<file path="src/rtl/rsa_pkg.sv">
// shared constants for the reference-counted slot allocator
// field widths, command and status codes, table size; no dependencies
package rsa_pkg;

	// table size and derived widths
	localparam int NUM_SLOTS   = 16;
	localparam int IDX_W       = (NUM_SLOTS > 1) ? $clog2(NUM_SLOTS) : 1;
	localparam int SLOT_W      = 4;
	localparam int SLOT_LIMIT  = 1 << SLOT_W;
	localparam int ALLOC_SLOTS = (NUM_SLOTS < SLOT_LIMIT) ? NUM_SLOTS : SLOT_LIMIT;

	// item fields
	localparam int CMD_W    = 2;
	localparam int STATUS_W = 2;
	localparam int CNT_W    = 5;
	localparam logic [CNT_W-1:0] MAX_REFS = CNT_W'(16);

	// stream widths, padded to whole bytes
	localparam int S_DATA_W = 8;
	localparam int M_DATA_W = 16;

	// command codes
	localparam logic [CMD_W-1:0] CMD_ALLOC = 2'd0;
	localparam logic [CMD_W-1:0] CMD_SHARE = 2'd1;
	localparam logic [CMD_W-1:0] CMD_FREE  = 2'd2;

	// status codes
	localparam logic [STATUS_W-1:0] ST_OK   = 2'd0;
	localparam logic [STATUS_W-1:0] ST_FULL = 2'd1;
	localparam logic [STATUS_W-1:0] ST_ERR  = 2'd2;

endpackage

</file>
<file path="src/rtl/rsa_ram.sv">
// generic single-write, single-read synchronous ram with registered read data
// no dependencies
module rsa_ram #(
	parameter int WIDTH = 8,
	parameter int DEPTH = 16
) (
	input  logic                                    clk,
	input  logic                                    we,
	input  logic [((DEPTH > 1) ? $clog2(DEPTH) : 1)-1:0] waddr,
	input  logic [WIDTH-1:0]                        wdata,
	input  logic                                    re,
	input  logic [((DEPTH > 1) ? $clog2(DEPTH) : 1)-1:0] raddr,
	output logic [WIDTH-1:0]                        rdata
);

	logic [WIDTH-1:0] mem [DEPTH];

	always_ff @(posedge clk) begin
		if (we) begin
			mem[waddr] <= wdata;
		end
		if (re) begin
			rdata <= mem[raddr];
		end
	end

endmodule

</file>
<file path="src/rtl/refcounted_slot_allocator.sv">
// top level of the reference-counted slot allocator
// depends on rsa_pkg and rsa_ram
//
// usage:
//   s_* channel takes one request item: cmd (allocate, share, free) and slot.
//   m_* channel returns one result item per request: status, granted_slot,
//   released and new_count.
//   allocate picks the lowest free slot and starts its count at one; share adds
//   one to a used slot's count (saturating at 16); free takes one away and
//   releases the slot when the count reaches zero.
// timing:
//   each item is read and then modified: the read fetches the slot's count from
//   the count ram, the modify step writes it back and loads the output register.
//   the count ram's registered read, with s_tready low during the modify step,
//   means the block takes no new item until the current one is finished.
// reset:
//   arst_n clears every used mark, so all slots are free; counts of free slots
//   are never used, so the count ram needs no clearing pass.
// back-pressure:
//   a finished result sits in the output register until m_tready; meanwhile
//   the next item is accepted and read, and waits there until the register
//   drains, with s_tready low.
module refcounted_slot_allocator (
	input  logic                          clk,
	input  logic                          arst_n,
	input  logic                          s_tvalid,
	output logic                          s_tready,
	input  logic [rsa_pkg::S_DATA_W-1:0]  s_tdata,   // cmd[1:0], slot[5:2], zero pad
	output logic                          m_tvalid,
	input  logic                          m_tready,
	output logic [rsa_pkg::M_DATA_W-1:0]  m_tdata    // status[1:0], granted_slot[5:2],
	                                                 // released[6], new_count[11:7], zero pad
);
	import rsa_pkg::*;

	typedef enum logic {
		S_IDLE,
		S_EXEC
	} state_t;

	state_t                state_q;
	logic [CMD_W-1:0]      cmd_s1;
	logic [SLOT_W-1:0]     slot_s1;
	logic [NUM_SLOTS-1:0]  in_use_q;
	logic                  m_tvalid_q;
	logic [M_DATA_W-1:0]   m_tdata_q;

	// request fields
	logic [CMD_W-1:0]  in_cmd;
	logic [SLOT_W-1:0] in_slot;
	logic              accept;

	// count ram
	logic              ram_we;
	logic [IDX_W-1:0]  ram_waddr;
	logic [CNT_W-1:0]  ram_wdata;
	logic [CNT_W-1:0]  ram_rdata;

	// execute stage
	logic                 done;
	logic [IDX_W-1:0]     cur_idx;
	logic                 slot_used;
	logic                 free_found;
	logic [IDX_W-1:0]     free_idx;
	logic [CNT_W-1:0]     dec_count;
	logic [STATUS_W-1:0]  res_status;
	logic [SLOT_W-1:0]    res_slot;
	logic                 res_released;
	logic [CNT_W-1:0]     res_count;
	logic                 set_used;
	logic                 clr_used;

	assign in_cmd   = s_tdata[CMD_W-1:0];
	assign in_slot  = s_tdata[CMD_W+SLOT_W-1:CMD_W];
	assign s_tready = (state_q == S_IDLE);
	assign accept   = s_tvalid && s_tready;
	assign done     = (state_q == S_EXEC) && (!m_tvalid_q || m_tready);

	assign m_tvalid = m_tvalid_q;
	assign m_tdata  = m_tdata_q;

	// reference counts, read on accept, written back when the item finishes
	rsa_ram #(
		.WIDTH(CNT_W),
		.DEPTH(NUM_SLOTS)
	) u_count_ram (
		.clk  (clk),
		.we   (ram_we),
		.waddr(ram_waddr),
		.wdata(ram_wdata),
		.re   (accept),
		.raddr(IDX_W'(in_slot)),
		.rdata(ram_rdata)
	);

	// lowest free slot among those the slot field can name
	always_comb begin
		free_found = 1'b0;
		free_idx   = '0;
		for (int i = ALLOC_SLOTS - 1; i >= 0; i--) begin
			if (!in_use_q[i]) begin
				free_found = 1'b1;
				free_idx   = IDX_W'(i);
			end
		end
	end

	assign cur_idx   = IDX_W'(slot_s1);
	assign slot_used = (32'(slot_s1) < NUM_SLOTS) && in_use_q[cur_idx];
	assign dec_count = (ram_rdata != '0) ? ram_rdata - CNT_W'(1) : '0;

	// modify step: result fields and the write-back
	always_comb begin
		res_status   = ST_ERR;
		res_slot     = slot_s1;
		res_released = 1'b0;
		res_count    = '0;
		ram_we       = 1'b0;
		ram_waddr    = cur_idx;
		ram_wdata    = '0;
		set_used     = 1'b0;
		clr_used     = 1'b0;
		case (cmd_s1)
			CMD_ALLOC: begin
				if (free_found) begin
					res_status = ST_OK;
					res_slot   = SLOT_W'(free_idx);
					res_count  = CNT_W'(1);
					ram_we     = 1'b1;
					ram_waddr  = free_idx;
					ram_wdata  = CNT_W'(1);
					set_used   = 1'b1;
				end else begin
					res_status = ST_FULL;
					res_slot   = '0;
				end
			end
			CMD_SHARE: begin
				if (slot_used) begin
					if (ram_rdata >= MAX_REFS) begin
						// saturated: count unchanged, reported as is
						res_count = ram_rdata;
					end else begin
						res_status = ST_OK;
						res_count  = ram_rdata + CNT_W'(1);
						ram_we     = 1'b1;
						ram_wdata  = ram_rdata + CNT_W'(1);
					end
				end
			end
			CMD_FREE: begin
				if (slot_used) begin
					res_status = ST_OK;
					ram_we     = 1'b1;
					ram_wdata  = dec_count;
					if (dec_count == '0) begin
						res_released = 1'b1;
						clr_used     = 1'b1;
					end else begin
						res_count = dec_count;
					end
				end
			end
			default: begin
				// undefined command is ignored
			end
		endcase
		if (!done) begin
			ram_we   = 1'b0;
			set_used = 1'b0;
			clr_used = 1'b0;
		end
	end

	always_ff @(posedge clk or negedge arst_n) begin
		if (!arst_n) begin
			state_q    <= S_IDLE;
			in_use_q   <= '0;
			m_tvalid_q <= 1'b0;
		end else begin
			// a new result replaces the one leaving in the same cycle
			if (done) begin
				m_tvalid_q <= 1'b1;
			end else if (m_tvalid_q && m_tready) begin
				m_tvalid_q <= 1'b0;
			end
			unique case (state_q)
				S_IDLE: begin
					if (accept) begin
						state_q <= S_EXEC;
					end
				end
				S_EXEC: begin
					if (done) begin
						state_q <= S_IDLE;
						if (set_used) begin
							in_use_q[ram_waddr] <= 1'b1;
						end
						if (clr_used) begin
							in_use_q[ram_waddr] <= 1'b0;
						end
					end
				end
				default: begin
					state_q <= S_IDLE;
				end
			endcase
		end
	end

	// payload registers
	always_ff @(posedge clk) begin
		if (accept) begin
			cmd_s1  <= in_cmd;
			slot_s1 <= in_slot;
		end
		if (done) begin
			m_tdata_q <= M_DATA_W'({res_count, res_released, res_slot, res_status});
		end
	end

endmodule

</file>
<file path="config.mk">
export PLATFORM = sky130hd
export DESIGN_NAME = refcounted_slot_allocator
export DESIGN_NICKNAME = d
export VERILOG_FILES = /design/src/rtl/rsa_pkg.sv /design/src/rtl/rsa_ram.sv /design/src/rtl/refcounted_slot_allocator.sv
export SDC_FILE = /design/constraint.sdc
export NUM_CORES = 1
export LEC_CHECK = 0
export BUFFER_PORTS_ARGS = -buffer_cell sky130_fd_sc_hd__buf_2
export CORE_ASPECT_RATIO = 1.75
export CORE_MARGIN = 3
export CORE_UTILIZATION = 60
export DETAILED_ROUTE_END_ITERATION = 12
export PLACE_DENSITY = 0.89
export REMOVE_ABC_BUFFERS = 1
export SLEW_MARGIN = 20
export SYNTH_ARGS = -nofsm -noshare
export SYNTH_HDL_FRONTEND = slang
export SYNTH_SLANG_ARGS = --single-unit
export TNS_END_PERCENT = 50
</file>
<file path="constraint.sdc">
create_clock -name clk -period 2.97 [get_ports clk]
set_clock_uncertainty 0.2 [all_clocks]
set_input_delay 0.1485 -clock clk [delete_from_list [all_inputs] [get_ports clk]]
set_output_delay 0.1485 -clock clk [all_outputs]
set_load 0.01 [all_outputs]
</file>
==> results of run 1 <==
-- layout make-up --
type	count	area (um2)
clock buffers	17	425
clock inverters	15	191
fillers	527	2200
inverters	9	33.8
multi-input cells	225	1840
flip-flops and latches	121	3540
well taps	117	146
repair buffers	58	405
-- power by group through the flow --
| stage | Sequential, mW | Combinational, mW | Clock, mW |
|---|---|---|---|
| 6_report | 2.04 | 0.592 | 2.14 |
| 5_1_grt | 2.05 | 0.641 | 2.23 |
| 4_1_cts | 2.04 | 0.562 | 2.15 |
| 3_5_place_dp | 2.07 | 0.546 | 0 |
| 3_3_place_gp | 2.06 | 0.524 | 0 |
| 2_1_floorplan | 2.07 | 0.299 | 0 |
-- critical path: cells and delay by family (launching register included) --
kind	cells	cell delay, ns
muxes	2	1.16
AOI/OAI and AO/OA	2	0.47
DFF	1	0.45
and+or+nand+nor	3	0.29
-- state kept, by name, summed over array words and instances (netlist names) --
name               flops
in_use_q              16
u_count_ram.mem       80
m_tvalid               1
m_tdata               12
u_count_ram.rdata      5
cur_idx                4
cmd_s1                 2
state_q                1
-- metal layers --
layer | wire, um | part of all wire (%) | track usage (%)
met1 | 4490 | 33 | 31.1
met2 | 7430 | 54 | 50.4
met3 | 940 | 6.9 | 7.46
met4 | 774 | 5.7 | 14.6
met5 | 0 | 0 | 0
-- cell usage after synthesis, types with 2 or more instances --
library cell and number:
ha_1 3, mux2i_1 2, or3_1 2, o22ai_1 5, nand2_1 28, mux4_2 30
a32o_1 2, nand2b_1 7, buf_2 6, dfrtp_1 18, buf_4 4, a21o_1 2
nor2b_1 10, nor3b_1 3, nand3_1 8, nor2_1 31, inv_1 9, nor3_1 7
o21bai_1 3, o21ai_0 8, nand4_1 7, clkbuf_1 8, nor4_1 2, nand2_2 2
a21oi_1 33, a31oi_1 2, o22a_1 6, edfxtp_1 103
-- kinds of logic (layout without fill, tap and decap cells) --
| family | count (synthesis) | count (layout) | share of synthesized area, % |
|---|---|---|---|
| muxes | 33 | 33 | 13.0 |
| xor gates and xnor gates | 2 | 2 | 0.322 |
| and+or+nand+nor | 112 | 112 | 10.2 |
| adders and majority gates | 3 | 3 | 0.689 |
| buffers and inverters | 28 | 99 | 2.34 |
| other | 1 | 4 | 0.0689 |
| DFF | 121 | 121 | 65.1 |
| AOI/OAI and AO/OA | 71 | 71 | 8.34 |
-- through the flow --
| step | area (um2) | hold slack, ns | util (%) |
|---|---|---|---|
| after global placement | 5830 | -0.101 | 66.4 |
| after CTS | 6510 | 0.00372 | 74.1 |
| after detailed placement | 5830 | -0.0920 | 66.4 |
| after floorplan | 5360 | -0.347 | - |
| final | 6590 | 0.00165 | 75.0 |
| after global routing | 6590 | 0.0453 | 75.0 |
-- worst max path at each step --
stage                  from                      to  slack, ns  depth (start not counted)
2_1_floorplan     cmd_s1[0]   u_count_ram.mem[0][0]      -0.06                          6
3_3_place_gp     cur_idx[0]   u_count_ram.mem[7][3]       0.08                          6
3_5_place_dp     cur_idx[0]   u_count_ram.mem[0][3]      -0.04                          6
4_1_cts          cur_idx[0]  u_count_ram.mem[13][4]      -0.03                          6
5_1_grt        in_use_q[10]   u_count_ram.mem[2][0]       0.05                          8
6_report         cur_idx[2]  u_count_ram.mem[11][2]       0.10                          7
-- what timing repair did --
action,4_1_cts,5_1_grt
hold buffers,6,0
endpoints found under the setup margin,30,96
hold endpoints to repair,24,0
buffers inserted,0,3
resized for setup,0,19
==> metrics.md, run 1 <==
| Metric | Value |
|---|---|
| Most frequent cells in the layout | `edfxtp_1, a21oi_1, mux4_2` |
| Worst setup margin | `0.102 ns` |
| Clk pwr share | `44.9%` |
| Unrepaired setup endpoints after global routing | `no` |
| Crit. End Element | `register` |
| Seq pwr share | `42.7%` |
| Clock root buffer | `clkbuf_16` |
| Hold WC Path Type | `input pin to async pin` |
| Final hold vios | `0` |
| Core Region | `8780 um2` |
| # port buffers | `23` |
| # setup viols final | `0` |
| Critical Path, Cell by Cell | `mux4_2, mux4_2, nand2_2, nor2_1, a21oi_2, nor2_1, a21o_2` |
| Critical R2R Launch | `cur_idx[2]` |
| Vias per cell | `~6.6` |
| CP required | `2.90 ns` |
| Crit Path Max Fanout | `16` |
| Syn. warnings | `0` |
| Total Die Area | `roughly 10000 um2` |
| Syn Area/Cell | `14.7 um2` |
| Antenna Cells | `0` |
| Routability cong. | `0.902` |
| Reg clk slew, reported paths | `0.06 ns` |
| Design Power | `4.77 mW` |
| Clk_lat worst skew | `roughly 0.42 ns` |
| Layout Cells excl Fill | `about 560` |
| R2R setup slack | `0.10 ns` |
| Fraction of layout cells with a size suffix above 1 | `31.9%` |
| Leakage | `2.37 nW` |
| Layout net count | `447` |
| Area leader, netlist | `edfxtp_1` |
| Internal power | `3.53 mW` |
| Gate Count Post-Synth | `371` |
| I/O pins | `30` |
| Relative slew slack | `56.5%` |
| Number of antenna violations at the first check in global routing | `0` |
| Switching Fraction | `26.0%` |
| Area grow syn2layout | `20.9%` |
| Maxcap violations | `0` |
| Final ANT Viol Nets | `0` |
| Starting Density | `62.0%` |
| Worst VDD drop | `around 1 mV` |
| Final Cycle Share | `a little over nine tenths` |
| CTS buffer count | `17` |
| Worst slew pin tran | `0.650 ns` |
| Worst reg2reg path depth | `7` |
| Post-DP HPWL | `8860 um` |
| Wire length of the first global-routing pass | `21000 um` |
| CTS tree | `done` |
| Most common cell after layout, fill and taps aside | `edfxtp_1` |
| R2r endpoint | `u_count_ram.mem[11][2]` |
| Pre-CTS setup slack | `-0.0398 ns` |
| Status | `finished clean` |
| Sequential share of the synthesized area | `65.1%` |
| Synth cell types | `48` |
| Critical path class | `register to register` |
| Initial DRC Count | `630` |
| Routed length per placed instance | `between 20 and 25 um` |
| Num Clock Sinks | `121` |
| Ys flop type | `edfxtp_1` |
| Row count | `45` |
| Synth top area share | `between 50 and 60%` |
| Fin crit period | `2.87 ns` |
| Asr flop ratio synth | `14.9%` |
| Inst Count DP | `roughly 520` |
| Fin. max-slew vios | `0` |
| Tot GR Track Use | `28.6%` |
| Clock Tree Buf Depth | `2` |
| Drt drc | `0` |
| Power Density | `725 nW/um2` |
| TNS Setup | `0 ns` |
| Vias | `3720` |
| Die extent in y | `approximately 130 um` |
| Mapped cell area | `5450 um2` |
| Synthesized flop and latch total | `121` |
| NetSw | `~1.2 mW` |
| EDFF count, synth | `103` |
| Top post-synthesis cells by area | `edfxtp_1, mux4_2, dfrtp_1` |
| Critical Path AT | `2.80 ns` |
| Gr ovfl total | `0` |
| Drt first pass iters | `6` |
| FMAX | `roughly 350 MHz` |
| Die X-Extent | `78.0 um` |
| Combinational fraction of design power | `12.4%` |
| CP max-delay cell | `mux4_2` |
| Vias in the first global route | `3688` |
| Wirelength, routed | `~14000 um` |
| CP max stage delay | `just over 0.6 ns` |
| Largest net degree at the start of global routing | `22` |
| Worst setup SP type | `register` |
| Htree depth | `4` |
Power figures use the tool's default switching activity.
==> run 2: changes to the inputs <==
--- a/config.mk
+++ b/config.mk
@@ -8,9 +8,9 @@
 export BUFFER_PORTS_ARGS = -buffer_cell sky130_fd_sc_hd__buf_2
 export CORE_ASPECT_RATIO = 1.75
 export CORE_MARGIN = 3
-export CORE_UTILIZATION = 60
+export CORE_UTILIZATION = 45
 export DETAILED_ROUTE_END_ITERATION = 12
-export PLACE_DENSITY = 0.89
+export PLACE_DENSITY = 0.72
 export REMOVE_ABC_BUFFERS = 1
 export SLEW_MARGIN = 20
 export SYNTH_ARGS = -nofsm -noshare
==> metrics.md, run 2 (same netlist as run 1, synthesis figures left out) <==
| Metric | Value |
|---|---|
| Status | `finished clean` |
| Multi-input combinational cell area | `1820 um2 (-0.88%)` |
| DR WL met2 | `7070 um (-4.8%)` |
| Sequential cell area | `3540 um2 (unchanged)` |
| Crit. End Element | `register` |
| Worst reg2reg path depth | `8 (+1)` |
| Wire length of the first global-routing pass | `19500 um (-7.5%)` |
| Critical path class | `register to register` |
| # port buffers | `23 (unchanged)` |
| Die X-Extent | `89.2 um (+14%)` |
| Crit Path Max Fanout | `10 (-6)` |
| I/O pins | `30 (unchanged)` |
| Clk_lat worst skew | `0.41 ns (about the same)` |
| Num Clock Sinks | `121 (unchanged)` |
| Hold WC Path Type | `input pin to async pin` |
| Vias in the first global route | `3630 (-1.6%)` |
| Seq pwr share | `42.5% (-0.2 points)` |
| Worst VDD drop | `0.715 mV (-30%)` |
| Final ANT Viol Nets | `0 (unchanged)` |
| Row count | `52 (+16%)` |
| CTS tree | `done` |
| Fin crit period | `2.87 ns (+0.00332 ns)` |
| Leakage | `2.36 nW (-0.37%)` |
| Initial DRC Count | `198 (-69%)` |
| # setup viols final | `0 (unchanged)` |
| Switching Fraction | `24.8% (-1.2 points)` |
| Post-DP HPWL | `8930 um (+0.81%)` |
| CTS buffer count | `17 (unchanged)` |
| Number of antenna violations at the first check in global routing | `0 (unchanged)` |
| Routability cong. | `0.933 (+3.5%)` |
| Most common cell after layout, fill and taps aside | `edfxtp_1` |
| Power Density | `728 nW/um2 (+0.46%)` |
| Fraction of layout cells with a size suffix above 1 | `28.9% (-3.0 points)` |
| Vias | `3477 (-6.5%)` |
| Maxcap violations | `0 (unchanged)` |
| Critical Path AT | `2.72 ns (-0.08 ns)` |
| Worst setup margin | `0.0986 ns (-0.00332 ns)` |
| Total Die Area | `13500 um2 (+31%)` |
| Clk pwr share | `45.8% (+0.9 points)` |
| Largest net degree at the start of global routing | `22 (unchanged)` |
| Setup bufs post-CTS | `0 (unchanged)` |
| Htree depth | `4 (unchanged)` |
| Final Cycle Share | `96.7% (+0.11 points)` |
| Layout net count | `445 (-0.45%)` |
| Combinational fraction of design power | `11.7% (-0.7 points)` |
| Wirelength, routed | `12600 um (-7.7%)` |
| Worst setup SP type | `register` |
| Pre-CTS setup slack | `0.0448 ns (+0.0846 ns)` |
| Internal power | `3.61 mW (+2.2%)` |
| Gr ovfl total | `0 (unchanged)` |
| Antenna Cells | `0 (unchanged)` |
| Worst slew pin tran | `1.01 ns (+0.358 ns)` |
| Final hold vios | `0 (unchanged)` |
| NetSw | `1.19 mW (-4.1%)` |
| Die extent in y | `152 um (+15%)` |
| Relative slew slack | `32.7% (-24 points)` |
| Vias per cell | `6.02 (-9.1%)` |
| Max reg flops | `80 (unchanged)` |
| Starting Density | `46.5% (-16 points)` |
| Drt first pass iters | `6 (unchanged)` |
| Clock Tree Buf Depth | `2 (unchanged)` |
| Util after Layout | `56.3% (-19 points)` |
| Top Layer Used | `met4` |
| Most frequent cells in the layout | `edfxtp_1, a21oi_1, mux4_2` |
| Wl on met1 | `4230 um (-5.8%)` |
| CP required | `2.81 ns (-0.09 ns)` |
| Routed length on met3 | `630 um (-33%)` |
| Unrepaired setup endpoints after global routing | `yes` |
| Reg with most FFs | `u_count_ram.mem` |
| Routed length per placed instance | `21.8 um (-10%)` |
| Tot GR Track Use | `20.2% (-8.3 points)` |
| Core Region | `11700 um2 (+33%)` |
| Reg clk slew, reported paths | `0.06 ns (about the same)` |
| Fin. max-slew vios | `0 (unchanged)` |
| FMAX | `348 MHz (-0.12%)` |
| # fillers | `901 (+71%)` |
| Area grow syn2layout | `21.0% (about the same)` |
| Clock root buffer | `clkbuf_16` |
| Drt drc | `0 (unchanged)` |
[run 2: through the flow]
stage	TNS [ns]	hold WS (ns)	area (um2)	total power [mW]	instances
floorplan	-1.06	-0.347	5360	2.37	355
global placement	0	-0.0953	5860	2.60	540
detailed placement	0	-0.0876	5860	2.62	540
CTS	0	0.0127	6560	4.82	578
global route	-0.460	0.0380	6590	4.98	578
finish	0	0.00857	6590	4.80	578
[run 2: metal layers]
layer,vias to the layer above,global-route usage [%]
li1,1560,-
met4,0,12.2
met5,-,0
met3,38,5.09
met2,143,35.3
met1,1736,21.3
[run 2: what timing repair did]
item | 4_1_cts | 5_1_grt
endpoints found under the hold margin | 24 | 0
endpoints found under the setup margin | 0 | 112
resized for setup | 0 | 7
hold buffers | 6 | 0
[run 2: critical path: stages (launching register included)]
cell	delay, ns
dfrtp_1	0.46
nand4_1	0.21
nor2_1	0.10
a21oi_1	0.17
buf_4	0.20
inv_1	0.07
o311a_1	0.38
nand2b_1	0.26
nor2_1	0.45
[run 2: path summary, 6_finish.rpt]
| kind | startpoint | to | slack (ns) |
|---|---|---|---|
| max | in_use_q[5] | u_count_ram.mem[8][4] | 0.1 |
| min | arst_n | in_use_q[10] | 0.009 |
| max reg2reg | in_use_q[5] | u_count_ram.mem[8][4] | 0.1 |
| min reg2reg | m_tvalid | m_tvalid | 0.38 |
| max in group asynchronous | arst_n | in_use_q[0] | 2.25 |
| min in group clk | s_tdata[3] | cur_idx[1] | 0.07 |
[run 2: area by class of cell]
class,instances,share of cell area [%]
well taps,135,2.56
repair buffers,56,5.73
clock inverters,15,3.30
multi-input cells,225,27.7
clock buffers,17,6.46
flip-flops and latches,121,53.8
inverters,9,0.513
[run 2: power by group through the flow]
| stage | clock network, mW | registers [mW] | logic [mW] |
|---|---|---|---|
| floorplan | 0 | 2.07 | 0.299 |
| global placement | 0 | 2.07 | 0.525 |
| detailed placement | 0 | 2.07 | 0.544 |
| CTS | 2.23 | 2.04 | 0.555 |
| global route | 2.31 | 2.05 | 0.612 |
| finish | 2.20 | 2.04 | 0.561 |
